<file path="src/hw/rtl/ptsch_pkg.sv">
// Shared types, constants and codes for the priority task scheduler.
package ptsch_pkg;

    localparam int MAX_TASKS = 16;
    localparam int IDX_W     = $clog2(MAX_TASKS);
    localparam int CNT_W     = $clog2(MAX_TASKS + 1);
    localparam int TC_W      = 5;
    localparam int TIME_W    = 24;
    localparam int SW_W      = 16;
    localparam int ADDR_W    = 3;
    localparam int DATA_W    = 32;

    localparam logic [TIME_W-1:0] TIME_MAX = {TIME_W{1'b1}};
    localparam logic [SW_W-1:0]   SW_MAX   = {SW_W{1'b1}};

    // Operation codes of an input word.
    localparam logic [1:0] OP_LOAD    = 2'd0;
    localparam logic [1:0] OP_TICK    = 2'd1;
    localparam logic [1:0] OP_RESTART = 2'd2;

    // Register select, taken from paddr[2].
    localparam logic REG_TASK_COUNT = 1'b0;
    localparam logic REG_PREEMPT    = 1'b1;

    typedef struct packed {
        logic [1:0]  op;
        logic [3:0]  slot;
        logic [15:0] arrival;
        logic [15:0] burst;
        logic [7:0]  urgency;
    } req_word_t;

    typedef struct packed {
        logic [TIME_W-1:0] tick_time;
        logic              idle;
        logic [3:0]        run_slot;
        logic              first_dispatch;
        logic [TIME_W-1:0] response;
        logic              finished;
        logic [TIME_W-1:0] completion;
        logic              switched;
        logic [SW_W-1:0]   switch_total;
        logic              all_done;
    } rsp_word_t;

    // One task table entry as held in the memory.
    typedef struct packed {
        logic [15:0] arrival;
        logic [15:0] burst;
        logic [7:0]  urgency;
        logic [15:0] remaining;
    } entry_t;

    localparam int ENTRY_W = $bits(entry_t);

    typedef struct packed {
        logic             valid;
        logic [IDX_W-1:0] idx;
        entry_t           entry;
    } scan_sample_t;

    typedef struct packed {
        logic             best_found;
        logic [IDX_W-1:0] best_idx;
        entry_t           best_entry;
        logic             cur_ready;
        entry_t           cur_entry;
        logic [CNT_W-1:0] live_count;
    } sel_result_t;

endpackage

</file>
<file path="src/hw/rtl/ptsch_ram.sv">
// Generic single-port-write, single-port-read RAM with registered read data.
module ptsch_ram #(
    parameter int WIDTH = 8,
    parameter int DEPTH = 16
) (
    input  logic                     clk,
    input  logic                     we,
    input  logic [$clog2(DEPTH)-1:0] waddr,
    input  logic [WIDTH-1:0]         wdata,
    input  logic                     re,
    input  logic [$clog2(DEPTH)-1:0] raddr,
    output logic [WIDTH-1:0]         rdata
);

    logic [WIDTH-1:0] mem [DEPTH];

    always_ff @(posedge clk)
    begin
        if (we)
        begin
            mem[waddr] <= wdata;
        end
        if (re)
        begin
            rdata <= mem[raddr];
        end
    end

endmodule

</file>
<file path="src/hw/rtl/ptsch_select.sv">
// Selection unit: one comparator that walks the table entries as they are read.
module ptsch_select (
    input  logic                           clk,
    input  logic                           rst_n,
    input  logic                           clear,
    input  ptsch_pkg::scan_sample_t        sample,
    input  logic [ptsch_pkg::TIME_W-1:0]   now,
    input  logic [ptsch_pkg::IDX_W-1:0]    cur_task,
    output ptsch_pkg::sel_result_t         result
);
    import ptsch_pkg::*;

    logic             best_found_reg, best_found_next;
    logic [IDX_W-1:0] best_idx_reg, best_idx_next;
    entry_t           best_entry_reg, best_entry_next;
    logic             cur_ready_reg, cur_ready_next;
    entry_t           cur_entry_reg, cur_entry_next;
    logic [CNT_W-1:0] live_count_reg, live_count_next;

    logic ready;
    logic live;

    assign live  = (sample.entry.remaining != '0);
    assign ready = live && ({{(TIME_W-16){1'b0}}, sample.entry.arrival} <= now);

    always_comb
    begin
        best_found_next = best_found_reg;
        best_idx_next   = best_idx_reg;
        best_entry_next = best_entry_reg;
        cur_ready_next  = cur_ready_reg;
        cur_entry_next  = cur_entry_reg;
        live_count_next = live_count_reg;
        if (clear)
        begin
            best_found_next = 1'b0;
            cur_ready_next  = 1'b0;
            live_count_next = '0;
        end
        else if (sample.valid)
        begin
            // Strictly smaller wins, so the lowest slot keeps a tie.
            if (ready && (!best_found_reg ||
                          sample.entry.urgency < best_entry_reg.urgency))
            begin
                best_found_next = 1'b1;
                best_idx_next   = sample.idx;
                best_entry_next = sample.entry;
            end
            if (sample.idx == cur_task)
            begin
                cur_ready_next = ready;
                cur_entry_next = sample.entry;
            end
            if (live)
            begin
                live_count_next = live_count_reg + CNT_W'(1);
            end
        end
    end

    always_ff @(posedge clk or negedge rst_n)
    begin
        if (!rst_n)
        begin
            best_found_reg <= 1'b0;
            cur_ready_reg  <= 1'b0;
            live_count_reg <= '0;
        end
        else
        begin
            best_found_reg <= best_found_next;
            cur_ready_reg  <= cur_ready_next;
            live_count_reg <= live_count_next;
        end
    end

    always_ff @(posedge clk)
    begin
        best_idx_reg   <= best_idx_next;
        best_entry_reg <= best_entry_next;
        cur_entry_reg  <= cur_entry_next;
    end

    assign result.best_found = best_found_reg;
    assign result.best_idx   = best_idx_reg;
    assign result.best_entry = best_entry_reg;
    assign result.cur_ready  = cur_ready_reg;
    assign result.cur_entry  = cur_entry_reg;
    assign result.live_count = live_count_reg;

    as_count_bounded: assert property (@(posedge clk) disable iff (!rst_n)
        live_count_reg <= CNT_W'(MAX_TASKS))
        else $error("live task count exceeds the table depth");

    as_clear_empties: assert property (@(posedge clk) disable iff (!rst_n)
        clear |=> !best_found_reg && !cur_ready_reg && live_count_reg == '0)
        else $error("selection state not cleared");

    as_found_after_sample: assert property (@(posedge clk) disable iff (!rst_n)
        !clear && sample.valid && ready |=> best_found_reg)
        else $error("ready task seen but no best recorded");

endmodule

</file>
<file path="src/hw/rtl/priority_task_scheduler_unit.sv">
// Priority task scheduler top level: task table memory, sequencer and output register.
//
// A load word writes one table slot. For a tick word, the single read port
// of the task table memory delivers the entry of each slot in use, one per
// cycle, to the selection comparator, then the decide step updates the chosen
// entry and fills the output register. That step is held for as long as an
// earlier result still sits in the output register and is stalled. After a
// restart word is accepted, a sweep copies each burst back into the remaining
// time, and no word is accepted during it. The result register lets the next
// word in while a tick result is still waiting to be taken.
module priority_task_scheduler_unit (
    input  logic                           clk,
    input  logic                           rst_n,
    input  logic                           req_valid,
    output logic                           req_stall,
    input  ptsch_pkg::req_word_t           req,
    output logic                           rsp_valid,
    input  logic                           rsp_stall,
    output ptsch_pkg::rsp_word_t           rsp,
    input  logic                           psel,
    input  logic                           penable,
    input  logic                           pwrite,
    input  logic [ptsch_pkg::ADDR_W-1:0]   paddr,
    input  logic [ptsch_pkg::DATA_W-1:0]   pwdata,
    output logic [ptsch_pkg::DATA_W-1:0]   prdata,
    output logic                           pready
);
    import ptsch_pkg::*;

    typedef enum logic [1:0] {
        ST_IDLE,
        ST_SCAN,
        ST_DECIDE,
        ST_SWEEP
    } state_t;

    state_t               state_reg, state_next;
    logic [TC_W-1:0]      task_count_reg, task_count_next;
    logic                 preempt_reg, preempt_next;
    logic [TIME_W-1:0]    now_reg, now_next;
    logic [IDX_W-1:0]     cur_task_reg, cur_task_next;
    logic                 cur_valid_reg, cur_valid_next;
    logic [IDX_W-1:0]     prev_task_reg, prev_task_next;
    logic                 prev_valid_reg, prev_valid_next;
    logic [SW_W-1:0]      switch_reg, switch_next;
    logic [MAX_TASKS-1:0] started_reg, started_next;
    logic [CNT_W-1:0]     issue_reg, issue_next;
    logic                 rd_pend_reg, rd_pend_next;
    logic [IDX_W-1:0]     rd_idx_reg, rd_idx_next;
    logic                 rsp_valid_reg, rsp_valid_next;
    rsp_word_t            rsp_reg, rsp_next;

    logic             ram_we;
    logic [IDX_W-1:0] ram_waddr;
    entry_t           ram_wdata;
    logic             ram_re;
    logic [IDX_W-1:0] ram_raddr;
    entry_t           ram_rdata;

    scan_sample_t sample;
    sel_result_t  sel;
    logic         sel_clear;

    logic             req_take;
    logic             cfg_write;
    logic [CNT_W-1:0] n_used;
    logic             keep;
    logic             found;
    logic [IDX_W-1:0] pick;
    entry_t           pick_entry;
    logic [15:0]      rem_new;
    logic             fin;
    logic             decide_go;

    ptsch_ram #(
        .WIDTH (ENTRY_W),
        .DEPTH (MAX_TASKS)
    ) u_table (
        .clk   (clk),
        .we    (ram_we),
        .waddr (ram_waddr),
        .wdata (ram_wdata),
        .re    (ram_re),
        .raddr (ram_raddr),
        .rdata (ram_rdata)
    );

    assign sample.valid = rd_pend_reg && (state_reg == ST_SCAN);
    assign sample.idx   = rd_idx_reg;
    assign sample.entry = ram_rdata;

    ptsch_select u_select (
        .clk      (clk),
        .rst_n    (rst_n),
        .clear    (sel_clear),
        .sample   (sample),
        .now      (now_reg),
        .cur_task (cur_task_reg),
        .result   (sel)
    );

    assign req_stall = (state_reg != ST_IDLE);
    assign req_take  = req_valid && !req_stall;
    assign rsp_valid = rsp_valid_reg;
    assign rsp       = rsp_reg;
    assign pready    = 1'b1;
    assign cfg_write = psel && penable && pwrite;

    always_comb
    begin
        unique case (paddr[2])
            REG_TASK_COUNT: prdata = {{(DATA_W-TC_W){1'b0}}, task_count_reg};
            REG_PREEMPT:    prdata = {{(DATA_W-1){1'b0}}, preempt_reg};
            default:        prdata = '0;
        endcase
    end

    assign n_used = (task_count_reg > TC_W'(MAX_TASKS)) ? CNT_W'(MAX_TASKS)
                                                         : CNT_W'(task_count_reg);

    // A non-preemptive task keeps running while it is in range and still ready.
    assign keep = !preempt_reg && cur_valid_reg &&
                  ({1'b0, cur_task_reg} < n_used) && sel.cur_ready;
    assign found      = keep || sel.best_found;
    assign pick       = keep ? cur_task_reg : sel.best_idx;
    assign pick_entry = keep ? sel.cur_entry : sel.best_entry;
    assign rem_new    = pick_entry.remaining - 16'd1;
    assign fin        = found && (rem_new == 16'd0);
    assign decide_go  = (state_reg == ST_DECIDE) && (!rsp_valid_reg || !rsp_stall);

    always_comb
    begin
        state_next      = state_reg;
        task_count_next = task_count_reg;
        preempt_next    = preempt_reg;
        now_next        = now_reg;
        cur_task_next   = cur_task_reg;
        cur_valid_next  = cur_valid_reg;
        prev_task_next  = prev_task_reg;
        prev_valid_next = prev_valid_reg;
        switch_next     = switch_reg;
        started_next    = started_reg;
        issue_next      = issue_reg;
        rd_pend_next    = 1'b0;
        rd_idx_next     = rd_idx_reg;
        rsp_valid_next  = rsp_valid_reg;
        rsp_next        = rsp_reg;
        sel_clear       = 1'b0;
        ram_we          = 1'b0;
        ram_waddr       = req.slot[IDX_W-1:0];
        ram_wdata       = '{arrival: req.arrival, burst: req.burst,
                            urgency: req.urgency, remaining: req.burst};
        ram_re          = 1'b0;
        ram_raddr       = issue_reg[IDX_W-1:0];

        if (cfg_write)
        begin
            unique case (paddr[2])
                REG_TASK_COUNT: task_count_next = pwdata[TC_W-1:0];
                REG_PREEMPT:    preempt_next    = pwdata[0];
                default:        ;
            endcase
        end

        if (rsp_valid_reg && !rsp_stall)
        begin
            rsp_valid_next = 1'b0;
        end

        unique case (state_reg)
            ST_IDLE:
            begin
                if (req_take)
                begin
                    case (req.op)
                        OP_LOAD:
                        begin
                            ram_we = 1'b1;
                            started_next[req.slot[IDX_W-1:0]] = 1'b0;
                        end
                        OP_TICK:
                        begin
                            sel_clear  = 1'b1;
                            issue_next = '0;
                            state_next = ST_SCAN;
                        end
                        OP_RESTART:
                        begin
                            now_next        = '0;
                            cur_task_next   = '0;
                            cur_valid_next  = 1'b0;
                            prev_task_next  = '0;
                            prev_valid_next = 1'b0;
                            switch_next     = '0;
                            started_next    = '0;
                            issue_next      = '0;
                            state_next      = ST_SWEEP;
                        end
                        default: ;
                    endcase
                end
            end

            ST_SCAN:
            begin
                if (issue_reg < n_used)
                begin
                    ram_re       = 1'b1;
                    rd_pend_next = 1'b1;
                    rd_idx_next  = issue_reg[IDX_W-1:0];
                    issue_next   = issue_reg + CNT_W'(1);
                end
                else
                begin
                    // The last entry is taken by the comparator in this cycle.
                    state_next = ST_DECIDE;
                end
            end

            ST_DECIDE:
            begin
                if (decide_go)
                begin
                    rsp_valid_next           = 1'b1;
                    rsp_next                 = '0;
                    rsp_next.tick_time       = now_reg;
                    rsp_next.idle            = !found;
                    rsp_next.switch_total    = switch_reg;
                    rsp_next.all_done        = (sel.live_count == {{(CNT_W-1){1'b0}}, fin});
                    if (found)
                    begin
                        rsp_next.run_slot = 4'(pick);
                        if (preempt_reg && prev_valid_reg && prev_task_reg != pick)
                        begin
                            rsp_next.switched = 1'b1;
                            if (switch_reg != SW_MAX)
                            begin
                                switch_next           = switch_reg + SW_W'(1);
                                rsp_next.switch_total = switch_reg + SW_W'(1);
                            end
                        end
                        if (!started_reg[pick])
                        begin
                            started_next[pick]      = 1'b1;
                            rsp_next.first_dispatch = 1'b1;
                            rsp_next.response       = now_reg -
                                {{(TIME_W-16){1'b0}}, pick_entry.arrival};
                        end
                        if (fin)
                        begin
                            rsp_next.finished   = 1'b1;
                            rsp_next.completion = (now_reg == TIME_MAX) ? TIME_MAX
                                                                       : now_reg + TIME_W'(1);
                        end
                        ram_we          = 1'b1;
                        ram_waddr       = pick;
                        ram_wdata       = pick_entry;
                        ram_wdata.remaining = rem_new;
                        cur_task_next   = pick;
                        cur_valid_next  = !fin;
                        prev_task_next  = pick;
                        prev_valid_next = 1'b1;
                    end
                    if (now_reg != TIME_MAX)
                    begin
                        now_next = now_reg + TIME_W'(1);
                    end
                    state_next = ST_IDLE;
                end
            end

            ST_SWEEP:
            begin
                if (issue_reg < CNT_W'(MAX_TASKS))
                begin
                    ram_re       = 1'b1;
                    rd_pend_next = 1'b1;
                    rd_idx_next  = issue_reg[IDX_W-1:0];
                    issue_next   = issue_reg + CNT_W'(1);
                end
                else
                begin
                    state_next = ST_IDLE;
                end
                // Write back the entry read in the previous cycle with its burst restored.
                if (rd_pend_reg)
                begin
                    ram_we              = 1'b1;
                    ram_waddr           = rd_idx_reg;
                    ram_wdata           = ram_rdata;
                    ram_wdata.remaining = ram_rdata.burst;
                end
            end

            default: state_next = ST_IDLE;
        endcase
    end

    always_ff @(posedge clk or negedge rst_n)
    begin
        if (!rst_n)
        begin
            state_reg      <= ST_IDLE;
            task_count_reg <= '0;
            preempt_reg    <= 1'b1;
            now_reg        <= '0;
            cur_task_reg   <= '0;
            cur_valid_reg  <= 1'b0;
            prev_task_reg  <= '0;
            prev_valid_reg <= 1'b0;
            switch_reg     <= '0;
            started_reg    <= '0;
            issue_reg      <= '0;
            rd_pend_reg    <= 1'b0;
            rd_idx_reg     <= '0;
            rsp_valid_reg  <= 1'b0;
            rsp_reg        <= '0;
        end
        else
        begin
            state_reg      <= state_next;
            task_count_reg <= task_count_next;
            preempt_reg    <= preempt_next;
            now_reg        <= now_next;
            cur_task_reg   <= cur_task_next;
            cur_valid_reg  <= cur_valid_next;
            prev_task_reg  <= prev_task_next;
            prev_valid_reg <= prev_valid_next;
            switch_reg     <= switch_next;
            started_reg    <= started_next;
            issue_reg      <= issue_next;
            rd_pend_reg    <= rd_pend_next;
            rd_idx_reg     <= rd_idx_next;
            rsp_valid_reg  <= rsp_valid_next;
            rsp_reg        <= rsp_next;
        end
    end

    as_no_write_in_scan: assert property (@(posedge clk) disable iff (!rst_n)
        state_reg == ST_SCAN |-> !ram_we)
        else $error("table written while it is being scanned");

    as_restart_time: assert property (@(posedge clk) disable iff (!rst_n)
        req_take && req.op == OP_RESTART |=> now_reg == '0 && switch_reg == '0)
        else $error("restart did not clear time and switch count");

    as_result_from_decide: assert property (@(posedge clk) disable iff (!rst_n)
        $rose(rsp_valid_reg) |-> $past(state_reg == ST_DECIDE))
        else $error("result word raised outside the update step");

    as_current_is_previous: assert property (@(posedge clk) disable iff (!rst_n)
        cur_valid_reg |-> prev_valid_reg && prev_task_reg == cur_task_reg)
        else $error("dispatched task differs from last running task");

endmodule

</file>
<file path="config.mk">
export PLATFORM = sky130hd
export DESIGN_NAME = priority_task_scheduler_unit
export DESIGN_NICKNAME = d
export VERILOG_FILES = /design/src/hw/rtl/ptsch_pkg.sv /design/src/hw/rtl/ptsch_ram.sv /design/src/hw/rtl/ptsch_select.sv /design/src/hw/rtl/priority_task_scheduler_unit.sv
export SDC_FILE = /design/constraint.sdc
export NUM_CORES = 2
export LEC_CHECK = 0
export ABC_AREA = 1
export ABC_CLOCK_PERIOD_IN_PS = 21900
export BUFFER_PORTS_ARGS = -buffer_cell sky130_fd_sc_hd__buf_2
export CORE_MARGIN = 2
export CORE_UTILIZATION = 30
export CTS_CLUSTER_DIAMETER = 40
export DETAILED_ROUTE_END_ITERATION = 8
export PLACE_DENSITY = 0.56
export REMOVE_ABC_BUFFERS = 1
export SYNTH_ARGS = -nofsm -noshare
export SYNTH_HDL_FRONTEND = slang
export SYNTH_SLANG_ARGS = --single-unit
</file>
<file path="constraint.sdc">
create_clock -name clk -period 21.9 [get_ports clk]
set_input_delay 4.38 -clock clk [delete_from_list [all_inputs] [get_ports clk]]
set_output_delay 4.38 -clock clk [all_outputs]
set_load 0.01 [all_outputs]
</file>
# Word level (Yosys, flattened, before mapping)
# Memory sizes are Yosys's and may differ from the RTL's. A register that Yosys moved wholly into a read port is not among the register bits.
# Cells that the tools add are included.
# classes
n_mux	94
n_lt_le_gt_ge	10
bitwise_logic	5
addsub	6
n_eq_ne	25
n_reduce_logical	54
# ops
op	n
$mux 56	4
$mux 16	10
$mux 24	5
$pmux 56 s2	1
$pmux 16 s2	3
$mux 71	1
$pmux 32 s2	1
$mux 25	2
$pmux 24 s2	1
$mux 4	10
$mux 5	8
$mux 1	30
$add 24x1->24 const B	1
$eq 24x24->1 const B	1
$le 16x24->1	1
$ne 24x24->1 const B	1
$pmux 4 s2	3
$sub 24x16->24	1
$reduce_and 5->1	4
$mux 17	1
$add 16x1->16 const B	1
$and 16x16->16	1
$logic_and 1x1->1	16
$logic_not 16->1	1
other kinds (39)	86
# word_totals
reg_bits	301
ramBits	896
n_memories	1
# memory_table
name	depth	width	rd	rd_ports_with_merged_regs	wr	line	rtl
u_table.mem	16	56	1	1	1	ptsch_ram.sv:15	logic [WIDTH-1:0] mem [DEPTH];

# Longest topological paths before layout
# logic_depth
word_depth	15
ltp_mapped	29
depth_no_buf	24

# Cells and area by module
# Synthesis repeated with hierarchy kept, for this count alone.
# hier_totals
hier_cells	5857
hier_area_um2	57859.2
# by_module_without_submodules
module	area_each_um2	cells_per_inst	instances
ptsch_ram	40276.1	3688	1
priority_task_scheduler_unit	12934.9	1872	1
ptsch_select	4648.2	297	1

# Worst setup path after synthesis
# No wires, ideal clock.
# synth_timing
kind	reg-to-reg
start	reg state_reg[0]
end	reg u_select.cur_ready_reg
arrival_ns	10.712
synth_period_minus_slack_ns	10.839
stages_incl_launch_ff	8
slack_ns	11.061
cell_sequence	dfrtp_1 clkbuf_1 nand2_1 nor2_1 nand3_1 a2111oi_0 o21ai_0 a21oi_1
# synth_via
elab_chain_len	7
# synth_rtl
item	line	rtl
start, declared	priority_task_scheduler_unit.sv:37	state_t state_reg, state_next;
start signal, assigned	priority_task_scheduler_unit.sv:321	state_reg <= state_next;
$reduce_bool 2->1	priority_task_scheduler_unit.sv:102	assign req_stall = (state_reg != ST_IDLE);
$logic_not 1->1	priority_task_scheduler_unit.sv:103	assign req_take = req_valid && !req_stall;
$logic_and 1x1->1	priority_task_scheduler_unit.sv:103	
$mux 1	priority_task_scheduler_unit.sv:173	if (req_take)
$mux 1	priority_task_scheduler_unit.sv:170	unique case (state_reg)
$reduce_bool 2->1 (no line)	-	
$reduce_and 2->1 (no line)	-	
end signal, assigned	ptsch_select.sv:73	cur_ready_reg <= cur_ready_next;
end, declared	ptsch_select.sv:16	logic cur_ready_reg, cur_ready_next;
# Several ways; a longest one is shown, not always the timed one.
# A chain may end at the register's enable or synchronous reset.

# Final worst setup path
# layout_timing
start	in rsp_stall
end	mem u_table.mem[12][16] (netlist name), enable pin
# layout_via
elab_chain_len	7
# layout_rtl
item	line	rtl
start, declared	priority_task_scheduler_unit.sv:18	input logic rsp_stall,
$logic_not 1->1 (*)	priority_task_scheduler_unit.sv:129	assign decide_go = (state_reg == ST_DECIDE) && (!rsp_valid_reg || !rsp_stall);
$logic_or 1x1->1 (*)	priority_task_scheduler_unit.sv:129	
$logic_and 1x1->1 (*)	priority_task_scheduler_unit.sv:129	
$mux 1	priority_task_scheduler_unit.sv:222	if (decide_go)
$pmux 1 s3	priority_task_scheduler_unit.sv:170	
$mux 1	ptsch_ram.sv:19	if (we)
$mux 1 (implied by the code)	ptsch_ram.sv:21	mem[waddr] <= wdata;
end, declared	ptsch_ram.sv:15	
# Every way passes the cells marked *; elsewhere a longest branch is shown, timed or not.

==> results by group <==
Status
  • Outcome: finished clean

Clock network
  • Clk root buf: clkbuf_16
  • # hold bufs at CTS: 0
  • H-tree levels: 4
  • Num CTS Buffers: ~170
  • CTS resizes: 0
  • Clock sinks: 1253
  • CTS Buffer Depth: 3
  • Skew-Pair Late Insertion Delay: 0.79 ns
  • CTS tree: yes
  • Clock-pin slew on the worst setup and hold paths: 0.06 ns
  • # Post-CTS Setup Buffers: 0

Timing
  • Least-Margin Pin Slew: 1.238 ns
  • Max Clk Rate: 103.4 MHz
  • Total negative slack: 0 ns
  • Max-slew headroom: approximately 17%
  • RSZ-0062 raised after global routing: false
  • Clock skew: roughly 0.038 ns
  • Final worst path period need: about 9.7 ns
  • Final Max Tran Viols: 0
  • Final hold viol count: 0
  • Final worst-path cycle share: roughly 44%
  • Final-report setup violation count: 0

Floorplanning
  • Initial Utilization: 30.19%
  • Die area: 0.1806 mm^2
  • Row cnt: around 150
  • DIE WIDTH: 425.0 um
  • Core Region: 0.1761 mm^2
  • Die H: 425.0 um
  • # IOs: 220

Placement
  • Post-Place Cell Area: 0.05639 mm^2
  • Placed Cells: 6828
  • IO buf count: 162
  • Routability cong.: a little under 0.9
  • Detailed Place HPWL: 85790 um

Logic synthesis
  • Syn_area_per_cell: 11.76 um^2
  • Ys flop type: edfxtp_1
  • Synth Area in Compound Gates: 11.81%
  • Register bit count reported by yosys: 1253
  • Post-synthesis simple-gate area fraction: about an eighth
  • Seq/Total Area, Yosys: 69.03%
  • Yosys cell types: 60
  • Largest family of logic cells by synthesized area: simple AND/OR/NAND/NOR gates
  • Number of synthesized flops with an enable pin: 1068
  • Yosys warns: 0
  • Mapped Cells: 4522
  • Mapped cell area: 0.05316 mm^2
  • Post-Synth XOR/XNOR Area: 0.9390%
  • Synth Area in Adders: 1.332%
  • Ys async rst share: 14.76%
  • Post-synthesis mux area share: 0.5272%

Power and ir drop
  • Pwr Density: between 100 and 150 mW/mm^2
  • Total Power: 8.683 mW
  • Peak supply drop: a little under 90 uV
  • Leakage: 22.50 nW

Hold path
  • HP Class: flop to flop

GRT
  • Vias in the first global route: 34940
  • Largest net degree at the start of global routing: ~180
  • First-pass GRT wire length: approximately 230000 um
  • GRT Total Usage: approximately 17%
  • Total grt overflow: 0
  • Initial antenna violation count: 28

Worst setup path
  • Worst setup EP type: flop
  • Slowest cell on the critical path: nor2_4
  • Worst Path Max Fanout: 73
  • Worst path top cell family by delay: simple AND/OR/NAND/NOR gates
  • Bufs and invs on worst path: 5
  • Critical Path Source Type: input port
  • Required time worst endpoint: between 20 and 25 ns
  • Critical path class: input port to flop
  • WP data arrival: 10.08 ns
  • Crit-path cells: buf_2 > nand2_1 > inv_1 > nor2_4 > inv_4 > nor2_4 > buf_4 > nand2_1 > a221oi_1 > nand2_1 > nor2_4 > buf_4
  • Critical Path Max Stage Delay: 0.99 ns

Final layout
  • Fill cells: roughly 17000
  • Layout cells sized above 1: between 10% and 20%
  • Multi-input logic area: approximately 0.015 mm^2
  • Sequential Area: 0.03671 mm^2
  • P&R area growth vs syn: 16.73%
  • Layout Nets: 4801
  • Design area: 0.06206 mm^2
  • Final Core Density: 35.24%
  • Post-route insts no fill: 7140
  • Max reg flops: approximately 900

Drt
  • Routed Antenna Nets: 0
  • DR pass1 iterations: 8
  • Initial drt markers: 3753
  • Residual DRC count: 0
  • Routed wire length: 154700 um
  • Vias/cell: 5.070
  • Routed len/inst: 21.66 um
  • Via count: 36200

Run
  • Max_cap viols: 0
==> layer usage <==
metal	routed length (um)	share of wire [%]	global-route usage [%]
met3	11160	7.2	3.051
met4	3625	2.3	4.811
met2	73420	47	27.55
met5	71	0.046	0
met1	66380	43	22.71
==> worst register-to-register path, cell delays in order, from the launching register on <==
cell,delay [ns]
dfrtp_2,0.74
inv_2,0.43
nor2_4,0.19
inv_2,0.23
nor2_4,0.82
inv_4,0.54
nor2_4,0.50
buf_4,0.57
nand2_1,0.21
a221oi_1,0.52
nand2_1,0.37
nor2_4,0.99
buf_4,0.82
==> cell type report <==
cell class | instances | area share, %
sequential | 1253 | 59.16
clock buffer | 187 | 7.109
timing repair buffer | 227 | 2.107
tap | 2340 | 4.718
inverter | 210 | 1.302
clock inverter | 120 | 2.010
antenna | 5 | 0.02016
multi-input combinational | 2798 | 23.57
==> cell families after synthesis <==
logic type                 after synthesis
and+or+nand+nor                       1555
DFF                                   1253
adders and majority gates               56
xor gates and xnor gates                57
buffers and inverters                  497
muxes                                   28
AOI/OAI and AO/OA                     1074
other                                    2
==> through the flow <==
step	setup slack [ns]	hold slack, ns
5_1_grt	11.79	0.4698
3_5_place_dp	11.29	0.4607
6_report	12.23	0.4592
3_3_place_gp	11.33	0.4545
4_1_cts	12.14	0.4627
2_1_floorplan	5.543	0.4453
==> synth_stat cells, types with 3 or more instances <==
| cell | instances | area, um^2 |
|---|---|---|
| a211oi_1 | 3 | 22.52 |
| a21boi_0 | 3 | 22.52 |
| a21oi_1 | 74 | 370.4 |
| a22o_1 | 8 | 70.07 |
| a32oi_1 | 25 | 219.0 |
| buf_1 | 11 | 41.29 |
| buf_2 | 11 | 55.05 |
| buf_4 | 34 | 255.2 |
| clkbuf_1 | 224 | 840.8 |
| clkinv_1 | 6 | 22.52 |
| dfrtp_1 | 184 | 4604 |
| edfxtp_1 | 1068 | 32070 |
| ha_1 | 55 | 688.2 |
| inv_1 | 192 | 720.7 |
| inv_2 | 11 | 41.29 |
| mux2i_1 | 28 | 280.3 |
| nand2_1 | 658 | 2470 |
| nand2_2 | 20 | 125.1 |
| nand2_4 | 4 | 45.04 |
| nand3_1 | 191 | 955.9 |
| nand3_2 | 24 | 240.2 |
| nand3b_1 | 3 | 22.52 |
| nand4_1 | 28 | 175.2 |
| nor2_1 | 566 | 2125 |
| nor2_2 | 6 | 37.54 |
| nor2_4 | 5 | 56.30 |
| nor3_1 | 18 | 90.09 |
| nor3b_1 | 3 | 22.52 |
| nor4_1 | 10 | 62.56 |
| o2111ai_1 | 4 | 35.03 |
| o211ai_1 | 48 | 360.4 |
| o21a_1 | 5 | 37.54 |
| o21ai_0 | 609 | 3048 |
| o21ai_1 | 18 | 90.09 |
| o21ai_2 | 5 | 43.79 |
| o21bai_1 | 3 | 22.52 |
| o221ai_1 | 98 | 858.3 |
| o22ai_1 | 165 | 1032 |
| or2_2 | 10 | 62.56 |
| xnor2_1 | 11 | 96.34 |
| xor2_1 | 46 | 402.9 |
==> where the power goes <==
| part | internal [mW] | leakage [nW] | switching, mW |
|---|---|---|---|
| clock network | 1.66 | 2.73 | 1.09 |
| logic | 0.589 | 7.60 | 1.81 |
| registers | 3.32 | 12.2 | 0.221 |
==> cells in the final DEF, fill, tap and decap left out, types with 11 or more instances in the layout <==
master and count:
mux2i_1 28, o21ai_0 609, edfxtp_1 1068, xor2_1 46, nand3_1 191, clkbuf_1 11, dfrtp_1 180, buf_2 161
clkinv_1 23, inv_1 188, o211ai_1 48, inv_6 23, o22ai_1 165, nand2_1 658, o221ai_1 98, a32oi_1 25
o21ai_1 18, clkbuf_16 173, nor3_1 18, nor2_4 24, clkinv_2 27, clkinvlp_4 18, ha_1 55, inv_2 11
nand3_2 24, clkinv_4 13, a21oi_1 74, nand4_1 28, buf_4 65, bufinv_16 16, nor2_1 547, conb_1 28
nand2_2 20, xnor2_1 11
==> worst paths after layout <==
check                                  start                  end  slack [ns]  cells past startpoint
setup reg to reg                state_reg[1]  u_table.mem[12][16]       14.57                     12
hold reg to reg            u_table.rdata[35]  u_select.result[97]        0.46                      0
hold / removal             u_table.rdata[35]  u_select.result[97]        0.46                      0
min in group asynchronous              rst_n              rsp[79]        3.59                      1
max in group asynchronous              rst_n         issue_reg[2]       16.13                      3
setup / recovery                   rsp_stall  u_table.mem[12][16]       12.23                     12
No activity file was read; power rests on OpenSTA's default activity.
